===== src/design/strle_pkg.sv =====
// Package of the sprite RLE encoder: widths, limits, byte codes and the command type.
// Depends on nothing; every other design file but strle_ram and the macro header imports it.
`default_nettype none

package strle_pkg;

  localparam int PIX_W       = 8;
  localparam int CFG_W       = 13;
  localparam int CHUNK_BYTES = 8;
  localparam int CHUNK_W     = CHUNK_BYTES * PIX_W;
  localparam int CNT_W       = $clog2(CHUNK_BYTES);
  localparam int BC_W        = CNT_W + 1;

  localparam int MAX_WIDTH = 4096;
  localparam int COL_W     = (MAX_WIDTH > 1) ? $clog2(MAX_WIDTH) : 1;

  localparam int MAX_RUN   = 127;
  localparam int RUN_W     = 7;
  localparam int NUM_BANKS = 2;
  localparam int RAM_AW    = RUN_W + 1;
  localparam int RAM_DEPTH = 2 ** RAM_AW;

  localparam int Q_DEPTH = 4;
  localparam int Q_AW    = $clog2(Q_DEPTH);
  localparam int Q_CW    = $clog2(Q_DEPTH + 1);

  localparam logic [PIX_W-1:0] CLEAR_FLAG   = 8'h80;
  localparam logic [PIX_W-1:0] ROW_END_MARK = 8'h80;

  // One command describes every byte caused by one pixel.
  typedef struct packed {
    logic             a_op;     // opaque run flushed before the pixel
    logic             a_clr;    // transparent run flushed before the pixel
    logic [RUN_W-1:0] a_len;
    logic             a_bank;
    logic             b_op;     // opaque run flushed at row end
    logic [RUN_W-1:0] b_len;
    logic             b_bank;
    logic             row_end;  // row end marker follows
  } strle_cmd_t;

endpackage

`default_nettype wire


===== src/design/sprite_transparency_rle_encoder.sv =====
// Top level of the sprite RLE encoder: front end, command queue, run buffer RAM, back end.
// Depends on strle_pkg, strle_front, strle_queue, strle_ram and strle_back.
`default_nettype none

// Transparent run-length sprite encoder. Palette pixels are pushed one per
// transaction, row by row; cfg_wr_data sets the row width (zero acts as one,
// values above 4096 act as 4096). The user writes it only while the block is idle;
// the block does not enforce this. Each row is cut into runs of up to 127 pixels.
// An opaque run is sent as its length byte and its pixel bytes, a transparent
// run as 0x80 plus its length (dropped when it ends the row), and every row ends
// with the byte 0x80. The bytes caused by one pixel leave as 8-byte chunks, first
// byte in the low bits, unused high bytes zero; out_last_of_burst marks the final
// chunk of a pixel and out_row_done the chunk holding the row end marker.
// Timing: the front end takes one pixel per cycle while in_full is low and writes
// it into one of two 128-byte run buffer banks; a pixel that causes bytes puts one
// command into a four-entry queue. The back end emits one encoded byte per cycle
// while its packer can take bytes; a chunk leaves every eight bytes or at the end of
// a burst. in_full rises when the queue is full or when the bank the next pixel
// needs is still being read out. The run buffer needs no clearing after reset:
// only bytes written in the current run are read.
module sprite_transparency_rle_encoder (
  input  logic                              clk,
  input  logic                              rst_n,
  input  logic                              cfg_wr_en,
  input  logic [strle_pkg::CFG_W-1:0]       cfg_wr_data,
  input  logic                              in_push,
  output logic                              in_full,
  input  logic [strle_pkg::PIX_W-1:0]       in_pixel,
  output logic                              out_empty,
  input  logic                              out_pop,
  output logic [strle_pkg::CHUNK_W-1:0]     out_chunk,
  output logic [strle_pkg::BC_W-1:0]        out_byte_count,
  output logic                              out_row_done,
  output logic                              out_last_of_burst
);
  import strle_pkg::*;

  // Front end to queue.
  logic                 q_full, q_push, q_empty, q_pop;
  strle_cmd_t           q_cmd, q_head;

  // Run buffer: the front end writes the pending run, the back end reads flushed runs.
  logic                 mem_we, mem_re;
  logic [RAM_AW-1:0]    mem_waddr, mem_raddr;
  logic [PIX_W-1:0]     mem_wdata, mem_rdata;

  // A bank stays busy from its flush until the back end has issued its last read.
  logic [NUM_BANKS-1:0] busy, busy_clr;

  strle_front u_front (
    .clk         (clk),
    .rst_n       (rst_n),
    .cfg_wr_en   (cfg_wr_en),
    .cfg_wr_data (cfg_wr_data),
    .in_push     (in_push),
    .in_full     (in_full),
    .in_pixel    (in_pixel),
    .q_full      (q_full),
    .q_push      (q_push),
    .q_cmd       (q_cmd),
    .mem_we      (mem_we),
    .mem_waddr   (mem_waddr),
    .mem_wdata   (mem_wdata),
    .busy_clr    (busy_clr),
    .busy        (busy)
  );

  strle_queue u_queue (
    .clk      (clk),
    .rst_n    (rst_n),
    .push     (q_push),
    .push_cmd (q_cmd),
    .full     (q_full),
    .pop      (q_pop),
    .head     (q_head),
    .empty    (q_empty)
  );

  strle_ram #(
    .WIDTH (PIX_W),
    .DEPTH (RAM_DEPTH)
  ) u_run_buf (
    .clk   (clk),
    .we    (mem_we),
    .waddr (mem_waddr),
    .wdata (mem_wdata),
    .re    (mem_re),
    .raddr (mem_raddr),
    .rdata (mem_rdata)
  );

  strle_back u_back (
    .clk               (clk),
    .rst_n             (rst_n),
    .q_head            (q_head),
    .q_empty           (q_empty),
    .q_pop             (q_pop),
    .mem_re            (mem_re),
    .mem_raddr         (mem_raddr),
    .mem_rdata         (mem_rdata),
    .busy_clr          (busy_clr),
    .out_empty         (out_empty),
    .out_pop           (out_pop),
    .out_chunk         (out_chunk),
    .out_byte_count    (out_byte_count),
    .out_row_done      (out_row_done),
    .out_last_of_burst (out_last_of_burst)
  );

endmodule

`default_nettype wire


===== src/design/strle_ram.sv =====
// Generic single-write, single-read RAM with registered read data.
// Depends on nothing.
`default_nettype none

module strle_ram #(
  parameter int WIDTH = 8,
  parameter int DEPTH = 256
) (
  input  logic                     clk,
  input  logic                     we,
  input  logic [$clog2(DEPTH)-1:0] waddr,
  input  logic [WIDTH-1:0]         wdata,
  input  logic                     re,
  input  logic [$clog2(DEPTH)-1:0] raddr,
  output logic [WIDTH-1:0]         rdata
);
  localparam int AW = $clog2(DEPTH);

  logic [WIDTH-1:0] mem_r [DEPTH];
  logic [WIDTH-1:0] rdata_r;
  logic [AW-1:0]    raddr_w;

  assign raddr_w = raddr;
  assign rdata   = rdata_r;

  always_ff @(posedge clk) begin
    if (we) begin
      mem_r[waddr] <= wdata;
    end
    if (re) begin
      rdata_r <= mem_r[raddr_w];
    end
  end

endmodule

`default_nettype wire


===== src/design/strle_front.sv =====
// Front end of the sprite RLE encoder: row width register, run tracking, run buffer writes.
// Depends on strle_pkg; emits one strle_cmd_t per pixel that causes output bytes.
`default_nettype none

module strle_front (
  input  logic                                  clk,
  input  logic                                  rst_n,
  input  logic                                  cfg_wr_en,
  input  logic [strle_pkg::CFG_W-1:0]           cfg_wr_data,
  input  logic                                  in_push,
  output logic                                  in_full,
  input  logic [strle_pkg::PIX_W-1:0]           in_pixel,
  input  logic                                  q_full,
  output logic                                  q_push,
  output strle_pkg::strle_cmd_t                 q_cmd,
  output logic                                  mem_we,
  output logic [strle_pkg::RAM_AW-1:0]          mem_waddr,
  output logic [strle_pkg::PIX_W-1:0]           mem_wdata,
  input  logic [strle_pkg::NUM_BANKS-1:0]       busy_clr,
  output logic [strle_pkg::NUM_BANKS-1:0]       busy
);
  import strle_pkg::*;

  localparam logic [CFG_W-1:0] MaxWidthV = CFG_W'(MAX_WIDTH);
  localparam logic [RUN_W-1:0] MaxRunV   = RUN_W'(MAX_RUN);

  logic [CFG_W-1:0]     row_width_r;
  logic [RUN_W-1:0]     run_len_r, run_len_nxt;
  logic                 run_clr_r, run_clr_nxt;
  logic [COL_W-1:0]     column_r, column_nxt;
  logic                 bank_r, bank_nxt;
  logic [NUM_BANKS-1:0] busy_r, busy_set;

  logic             accept, clear, flush_a, bank1, clr1, row_end;
  logic [RUN_W-1:0] len1, len2;
  logic [CFG_W-1:0] width_eff, col_plus;
  strle_cmd_t       cmd;

  assign busy  = busy_r;
  assign clear = (in_pixel == '0);

  // A pixel may flush an opaque run and move to the other bank, so both banks must be free then.
  assign in_full = q_full || busy_r[bank_r] ||
                   (busy_r[~bank_r] && (run_len_r != '0) && !run_clr_r);
  assign accept  = in_push && !in_full;

  always_comb begin
    if (row_width_r == '0) begin
      width_eff = CFG_W'(1);
    end else if (row_width_r > MaxWidthV) begin
      width_eff = MaxWidthV;
    end else begin
      width_eff = row_width_r;
    end
  end

  always_comb begin
    flush_a  = (run_len_r != '0) && ((clear != run_clr_r) || (run_len_r >= MaxRunV));
    bank1    = (flush_a && !run_clr_r) ? ~bank_r : bank_r;
    len1     = flush_a ? '0 : run_len_r;
    clr1     = (len1 == '0) ? clear : run_clr_r;
    len2     = len1 + RUN_W'(1);
    col_plus = CFG_W'(column_r) + CFG_W'(1);
    row_end  = (col_plus >= width_eff);

    cmd.a_op    = flush_a && !run_clr_r;
    cmd.a_clr   = flush_a && run_clr_r;
    cmd.a_len   = run_len_r;
    cmd.a_bank  = bank_r;
    cmd.b_op    = row_end && !clr1;
    cmd.b_len   = len2;
    cmd.b_bank  = bank1;
    cmd.row_end = row_end;

    if (row_end) begin
      run_len_nxt = '0;
      run_clr_nxt = clr1;
      bank_nxt    = cmd.b_op ? ~bank1 : bank1;
      column_nxt  = '0;
    end else begin
      run_len_nxt = len2;
      run_clr_nxt = clr1;
      bank_nxt    = bank1;
      column_nxt  = COL_W'(col_plus);
    end

    busy_set = '0;
    if (accept && cmd.a_op) begin
      busy_set[cmd.a_bank] = 1'b1;
    end
    if (accept && cmd.b_op) begin
      busy_set[cmd.b_bank] = 1'b1;
    end
  end

  assign q_push    = accept && (cmd.a_op || cmd.a_clr || cmd.row_end);
  assign q_cmd     = cmd;
  assign mem_we    = accept;
  assign mem_waddr = {bank1, len1};
  assign mem_wdata = in_pixel;

  always_ff @(posedge clk) begin
    if (!rst_n) begin
      row_width_r <= CFG_W'(1);
      run_len_r   <= '0;
      run_clr_r   <= 1'b0;
      column_r    <= '0;
      bank_r      <= 1'b0;
      busy_r      <= '0;
    end else begin
      if (cfg_wr_en) begin
        row_width_r <= cfg_wr_data;
      end
      if (accept) begin
        run_len_r <= run_len_nxt;
        run_clr_r <= run_clr_nxt;
        column_r  <= column_nxt;
        bank_r    <= bank_nxt;
      end
      busy_r <= (busy_r & ~busy_clr) | busy_set;
    end
  end

endmodule

`default_nettype wire


===== src/design/strle_queue.sv =====
// Short command queue between the front and back ends of the sprite RLE encoder.
// Depends on strle_pkg for the command type and depth.
`default_nettype none

module strle_queue (
  input  logic                  clk,
  input  logic                  rst_n,
  input  logic                  push,
  input  strle_pkg::strle_cmd_t push_cmd,
  output logic                  full,
  input  logic                  pop,
  output strle_pkg::strle_cmd_t head,
  output logic                  empty
);
  import strle_pkg::*;

  strle_cmd_t       slot_r [Q_DEPTH];
  logic [Q_AW-1:0]  wr_ptr_r, rd_ptr_r;
  logic [Q_CW-1:0]  count_r;
  logic             do_push, do_pop;

  assign full    = (count_r == Q_CW'(Q_DEPTH));
  assign empty   = (count_r == '0);
  assign head    = slot_r[rd_ptr_r];
  assign do_push = push && !full;
  assign do_pop  = pop && !empty;

  always_ff @(posedge clk) begin
    if (do_push) begin
      slot_r[wr_ptr_r] <= push_cmd;
    end
  end

  always_ff @(posedge clk) begin
    if (!rst_n) begin
      wr_ptr_r <= '0;
      rd_ptr_r <= '0;
      count_r  <= '0;
    end else begin
      if (do_push) begin
        wr_ptr_r <= (wr_ptr_r == Q_AW'(Q_DEPTH - 1)) ? '0 : wr_ptr_r + Q_AW'(1);
      end
      if (do_pop) begin
        rd_ptr_r <= (rd_ptr_r == Q_AW'(Q_DEPTH - 1)) ? '0 : rd_ptr_r + Q_AW'(1);
      end
      if (do_push && !do_pop) begin
        count_r <= count_r + Q_CW'(1);
      end else if (do_pop && !do_push) begin
        count_r <= count_r - Q_CW'(1);
      end
    end
  end

endmodule

`default_nettype wire


===== src/design/strle_back.sv =====
// Back end of the sprite RLE encoder: byte sequencer over commands and the 8-byte chunk packer.
// Depends on strle_pkg; reads run bytes from the run buffer RAM.
`default_nettype none

module strle_back (
  input  logic                                clk,
  input  logic                                rst_n,
  input  strle_pkg::strle_cmd_t               q_head,
  input  logic                                q_empty,
  output logic                                q_pop,
  output logic                                mem_re,
  output logic [strle_pkg::RAM_AW-1:0]        mem_raddr,
  input  logic [strle_pkg::PIX_W-1:0]         mem_rdata,
  output logic [strle_pkg::NUM_BANKS-1:0]     busy_clr,
  output logic                                out_empty,
  input  logic                                out_pop,
  output logic [strle_pkg::CHUNK_W-1:0]       out_chunk,
  output logic [strle_pkg::BC_W-1:0]          out_byte_count,
  output logic                                out_row_done,
  output logic                                out_last_of_burst
);
  import strle_pkg::*;

  typedef enum logic [6:0] {
    PH_IDLE = 7'b0000001,
    PH_AHDR = 7'b0000010,
    PH_ADAT = 7'b0000100,
    PH_ACLR = 7'b0001000,
    PH_BHDR = 7'b0010000,
    PH_BDAT = 7'b0100000,
    PH_MARK = 7'b1000000
  } phase_t;

  function automatic phase_t first_phase(input strle_cmd_t c);
    if (c.a_op) begin
      return PH_AHDR;
    end else if (c.a_clr) begin
      return PH_ACLR;
    end else if (c.b_op) begin
      return PH_BHDR;
    end else begin
      return PH_MARK;
    end
  endfunction

  function automatic phase_t after_a(input strle_cmd_t c);
    if (c.b_op) begin
      return PH_BHDR;
    end else if (c.row_end) begin
      return PH_MARK;
    end else begin
      return PH_IDLE;
    end
  endfunction

  phase_t               phase_r, phase_nxt, step_nxt;
  strle_cmd_t           ent_r;
  logic [RUN_W-1:0]     idx_r, idx_nxt;
  logic [PIX_W-1:0]     byte_val;
  logic                 from_mem, last, adv, load;
  logic [NUM_BANKS-1:0] clr;

  logic                 s2_valid_r, s2_mem_r, s2_last_r, s2_row_r;
  logic [PIX_W-1:0]     s2_byte_r, s2_data;

  logic [CHUNK_W-1:0]   acc_r, acc_with;
  logic [CNT_W-1:0]     acc_cnt_r;
  logic                 completes, can_take, take, popped;

  logic                 out_valid_r, out_row_r, out_last_r;
  logic [CHUNK_W-1:0]   out_chunk_r;
  logic [BC_W-1:0]      out_count_r;

  // Sequencer: one encoded byte per step.
  always_comb begin
    byte_val  = '0;
    from_mem  = 1'b0;
    mem_raddr = {ent_r.a_bank, idx_r};
    step_nxt  = phase_r;
    idx_nxt   = idx_r;
    clr       = '0;
    unique case (phase_r)
      PH_IDLE: begin
        step_nxt = PH_IDLE;
      end
      PH_AHDR: begin
        byte_val = PIX_W'(ent_r.a_len);
        step_nxt = PH_ADAT;
      end
      PH_ADAT: begin
        from_mem  = 1'b1;
        mem_raddr = {ent_r.a_bank, idx_r};
        if (idx_r == ent_r.a_len - RUN_W'(1)) begin
          step_nxt           = after_a(ent_r);
          idx_nxt            = '0;
          clr[ent_r.a_bank]  = 1'b1;
        end else begin
          idx_nxt = idx_r + RUN_W'(1);
        end
      end
      PH_ACLR: begin
        byte_val = CLEAR_FLAG | PIX_W'(ent_r.a_len);
        step_nxt = after_a(ent_r);
      end
      PH_BHDR: begin
        byte_val = PIX_W'(ent_r.b_len);
        step_nxt = PH_BDAT;
      end
      PH_BDAT: begin
        from_mem  = 1'b1;
        mem_raddr = {ent_r.b_bank, idx_r};
        if (idx_r == ent_r.b_len - RUN_W'(1)) begin
          step_nxt          = PH_MARK;
          idx_nxt           = '0;
          clr[ent_r.b_bank] = 1'b1;
        end else begin
          idx_nxt = idx_r + RUN_W'(1);
        end
      end
      PH_MARK: begin
        byte_val = ROW_END_MARK;
        step_nxt = PH_IDLE;
      end
      default: begin
        step_nxt = PH_IDLE;
      end
    endcase
  end

  assign last = (phase_r != PH_IDLE) && (step_nxt == PH_IDLE);

  // Packer: a byte is taken unless it closes a chunk while the output register stays full.
  assign popped    = out_pop && out_valid_r;
  assign s2_data   = s2_mem_r ? mem_rdata : s2_byte_r;
  assign completes = (acc_cnt_r == CNT_W'(CHUNK_BYTES - 1)) || s2_last_r;
  assign can_take  = !completes || !out_valid_r || popped;
  assign take      = s2_valid_r && can_take;
  assign adv       = !s2_valid_r || can_take;
  assign acc_with  = acc_r | (CHUNK_W'(s2_data) << {acc_cnt_r, 3'b000});

  assign load     = !q_empty && ((phase_r == PH_IDLE) || (adv && last));
  assign q_pop    = load;
  assign mem_re   = adv && from_mem;
  assign busy_clr = adv ? clr : '0;

  always_comb begin
    if (load) begin
      phase_nxt = first_phase(q_head);
    end else if (adv) begin
      phase_nxt = step_nxt;
    end else begin
      phase_nxt = phase_r;
    end
  end

  always_ff @(posedge clk) begin
    if (load) begin
      ent_r <= q_head;
    end
    if (adv) begin
      s2_mem_r  <= from_mem;
      s2_byte_r <= byte_val;
      s2_last_r <= last;
      s2_row_r  <= ent_r.row_end;
    end
    if (take && completes) begin
      out_chunk_r <= acc_with;
      out_count_r <= BC_W'(acc_cnt_r) + BC_W'(1);
      out_row_r   <= s2_last_r && s2_row_r;
      out_last_r  <= s2_last_r;
    end
  end

  always_ff @(posedge clk) begin
    if (!rst_n) begin
      phase_r     <= PH_IDLE;
      idx_r       <= '0;
      s2_valid_r  <= 1'b0;
      acc_r       <= '0;
      acc_cnt_r   <= '0;
      out_valid_r <= 1'b0;
    end else begin
      phase_r <= phase_nxt;
      if (adv && (phase_r != PH_IDLE)) begin
        idx_r <= idx_nxt;
      end
      if (adv) begin
        s2_valid_r <= (phase_r != PH_IDLE);
      end
      if (take) begin
        if (completes) begin
          acc_r     <= '0;
          acc_cnt_r <= '0;
        end else begin
          acc_r     <= acc_with;
          acc_cnt_r <= acc_cnt_r + CNT_W'(1);
        end
      end
      if (take && completes) begin
        out_valid_r <= 1'b1;
      end else if (popped) begin
        out_valid_r <= 1'b0;
      end
    end
  end

  assign out_empty         = !out_valid_r;
  assign out_chunk         = out_chunk_r;
  assign out_byte_count    = out_count_r;
  assign out_row_done      = out_row_r;
  assign out_last_of_burst = out_last_r;

endmodule

`default_nettype wire


===== config.mk =====
export PLATFORM = sky130hd
export DESIGN_NAME = sprite_transparency_rle_encoder
export DESIGN_NICKNAME = d
export VERILOG_FILES = /design/src/design/strle_pkg.sv /design/src/design/sprite_transparency_rle_encoder.sv /design/src/design/strle_ram.sv /design/src/design/strle_front.sv /design/src/design/strle_queue.sv /design/src/design/strle_back.sv
export SDC_FILE = /design/constraint.sdc
export NUM_CORES = 2
export LEC_CHECK = 0
export BUFFER_PORTS_ARGS = -buffer_cell sky130_fd_sc_hd__buf_2
export CAP_MARGIN = 20
export CORE_ASPECT_RATIO = 1.5
export CORE_MARGIN = 10
export CORE_UTILIZATION = 52
export DETAILED_ROUTE_END_ITERATION = 7
export HOLD_SLACK_MARGIN = 0.02
export PLACE_DENSITY_LB_ADDON = 0.12
export SETUP_SLACK_MARGIN = 0.3
export SYNTH_ARGS = -nofsm -noshare
export SYNTH_HDL_FRONTEND = slang
export SYNTH_SLANG_ARGS = --single-unit

===== constraint.sdc =====
create_clock -name clk -period 4.3 [get_ports clk]
set_input_delay 0.645 -clock clk [delete_from_list [all_inputs] [get_ports clk]]
set_output_delay 0.645 -clock clk [all_outputs]
set_load 0.01 [all_outputs]

==> impl_metrics.csv <==
group,metric,value,unit
outcome,status,"completed",
power,ir_drop,0.384,mV
setup_path,reg2reg_slack,0.43,ns
floorplan,num_rows,188,
setup_path,worst-setup-path-type,"reg -> reg",
synthesis,synth_top_area_share,0.731,
detailed_routing,first_pass_iters,6,
synthesis,ys_types,77,
synthesis,synthCells,4541,
job,maxCapViolCount,0,
final_layout,final_nets,5109,
detailed_routing,met1_length,89.8,mm
final_layout,fillers,12600,
floorplan,die_h,535,µm
sta,worstMarginPinSlew,1.40,ns
sta,fmax,0.258,GHz
detailed_routing,wire_per_inst,32.4,µm
final_layout,post_layout_nonfiller_instances,7496,
place,dp.cells,7102,
setup_path,timing.rr.end,"u_run_buf.rdata[7]",
detailed_routing,viasPerCell,6.32,
power,power_leakage,33.6,nW
cts,clockBufferDepth,4,
power,power_density,460,nW/µm²
global_route,antenna_found_initial,5,
final_layout,area_delta_synth_final,14.2,%
cts,cts_tree,"yes",
setup_path,r2r_start,"u_back.idx_r[0]",
setup_path,path_max_fanout,24,
floorplan,start_util,0.524,
cts,cts-htree-levels,4,
cts,clk_pin_slew,0.07,ns
synthesis,synth_largest_area_cell,"edfxtp_1",
synthesis,syn-num-nets,4597,
global_route,track_usage,0.250,
cts,clock_latency,0.88,ns
detailed_routing,drt-total-wl,243,mm
sta,fin_worst_skew,0.0518,ns
setup_path,critical_path.startpoint_type,"flop",
floorplan,die_w,363,µm
hold_path,hold_class,"in -> reg",
place,gp_congestion,0.858,
place,portBuffers,97,
sta,finalHoldViolCount,0,
final_layout,drive_gt1_frac,0.280,
synthesis,synthFlopType,"edfxtp_1",
power,p_total,48.2,mW
detailed_routing,routed-wl-met3,15.2,mm
sta,post-route-min-period,3.87,ns
sta,finalCritPeriodShare,0.900,
synthesis,synthTopCellsByArea,"edfxtp_1 (73%), mux4_2 (14%), dfxtp_1 (2.8%)",
detailed_routing,top_layer_used,"met4",
detailed_routing,drt-initial-drc-count,4734,
sta,slew_headroom,0.0652,
place,hpwlAfterDp,157,mm
hold_path,worst_hold_path.num_cells,3,
floorplan,fp.dieArea,194000,µm²
final_layout,multi_input_area,20800,µm²
synthesis,synth_edf_count,2235,
final_layout,regArea,69700,µm²
setup_path,worstSetupEndpointType,"flop",
cts,post-cts-setup-buffers,0,
setup_path,worst_ep_arrival_time,4.46,ns
global_route,first_global_vias,48700,
global_route,grt_start_max_net_pins,205,
setup_path,required,4.89,ns
sta,setup_viol,0,
synthesis,synth_async_sr_flop_share,0,
cts,cts_buffers,215,
detailed_routing,drtAntennaViolNets,0,
synthesis,synthesis.area,91800,µm²
synthesis,syn_avg_cell_area,20.2,µm²
cts,cts_sinks,2363,
synthesis,ys_seq_area_frac,0.759,
hold_path,hp-start,"cfg_wr_data[3]",
global_route,grt_pass1_wl,352,mm
final_layout,layout_commonest_cell,"edfxtp_1",
sta,maxSlewViolCount,0,
final_layout,layout_common_cells,"edfxtp_1 (2235), mux4_2 (557), buf_4 (412)",
floorplan,io_pins,98,
cts,cts_root_buf,"clkbuf_16",
setup_path,reg2reg_depth,11,
synthesis,synth_seq_cells,2363,
sta,rsz0062_at_grt,"no",
synthesis,yosysWarnings,0,
global_route,grt_overflow,0,
detailed_routing,post-route-drc-count,0,
hold_path,worstHoldEndpoint,"u_front.row_width_r[3]",
detailed_routing,num_vias,47400,
floorplan,core-area,175000,µm²
detailed_routing,wl_met2,126,mm
-- per-stage QoR --
stage                     worst slack, ns  TNS [ns]  utilization  hold slack (ns)  cell area [µm²]
after global routing                0.286         0        0.598           0.0864           105000
after detailed placement          -0.0149    -0.115        0.559            0.474            98000
final                               0.429         0        0.598           0.0822           105000
after global placement            -0.0173    -0.134        0.559            0.457            98000
after floorplan                     0.478         0            -            0.442            91800
after CTS                           0.342         0        0.597           0.0275           105000
-- worst max-delay path: stages, from the launching register on --
cell and delay (ns):
dfxtp_4 0.50, buf_12 0.21, buf_12 0.22, buf_4 0.23
mux4_2 0.52, a22oi_1 0.37, a21oi_1 0.28, nor4_1 0.58
buf_4 0.23, o21ai_0 0.07, nand2_1 0.19, o21ai_0 0.13
-- kinds of logic (layout without fill, tap and decap cells) --
family / count (synthesis) / count (layout) / synth area share
buffers and inverters: 301 / 972 / 0.0151
DFF: 2363 / 2363 / 0.759
xor gates and xnor gates: 39 / 39 / 0.00372
muxes: 621 / 621 / 0.144
adders and majority gates: 30 / 30 / 0.00417
and+or+nand+nor: 661 / 661 / 0.0321
AOI/OAI and AO/OA: 526 / 526 / 0.0418
other: 0 / 4 / 0
-- area by class of cell --
cell class | instances | area share
multi-input cells | 1877 | 0.199
repair buffers | 567 | 0.0448
clock buffers | 270 | 0.0544
well taps | 2280 | 0.0272
inverters | 29 | 0.00106
diodes | 4 | 0.0000955
clock inverters | 106 | 0.00870
flip-flops and latches | 2363 | 0.665
-- metal layers --
metal / vias up / GRT usage
met5: - / 0
met2: 1868 / 0.432
met1: 25300 / 0.317
met4: 0 / 0.104
li1: 19800 / -
met3: 422 / 0.0351
-- cell usage after synthesis (all sizes together), types with 19 or more instances --
cell type  number
nand2         106
ha             29
xnor2          26
mux2i          53
a21o           38
o21ai          73
a22o           42
a21oi          75
a22oi          96
mux4          557
a221oi         43
inv            27
or3            19
o22ai          21
nor3           30
nand3          44
edfxtp       2235
o21bai         32
nor2          359
clkbuf        161
buf           111
o2111a         32
dfxtp         128
-- report_power, final --
| part | switching, mW | internal, mW | total (mW) |
|---|---|---|---|
| Combinational | 2.47 | 1.35 | 3.82 |
| Clock | 8.15 | 10.2 | 18.3 |
| Sequential | 0.346 | 25.7 | 26.1 |
| Total | 11.0 | 37.3 | 48.2 |
-- worst max-delay path by stage --
stage	slack [ns]	endpoint	depth (start not counted)	start
detailed placement	-0.01	u_run_buf.mem_r[124][5]	11	in_pixel[1]
finish	0.43	u_run_buf.rdata[7]	11	u_back.idx_r[0]
global placement	-0.02	u_run_buf.mem_r[124][5]	11	in_pixel[1]
floorplan	0.48	u_queue.count_r[2]	18	u_front.column_r[0]
CTS	0.34	u_run_buf.rdata[7]	11	u_back.idx_r[0]
global route	0.29	u_queue.count_r[2]	17	u_front.column_r[0]
-- what timing repair did --
action	CTS	global route
gates resized for setup	0	11
hold buffers	12	0
setup endpoints to repair	0	14
endpoints found under the hold margin	12	0
-- sequential cells by signal, summed over array words and instances, names as in the netlist, 8 cells and up, named ones only --
| name | cells |
|---|---|
| u_run_buf.mem_r | 2048 |
| u_front.column_r | 12 |
| u_queue.slot_r | 80 |
| u_back.acc_r | 64 |
| u_run_buf.rdata | 8 |
| u_back.s2_byte_r | 8 |
| u_back.ent_r | 18 |
| u_back.out_chunk | 64 |
| u_front.row_width_r | 13 |
Note: power is estimated with default switching activity, not from simulation.
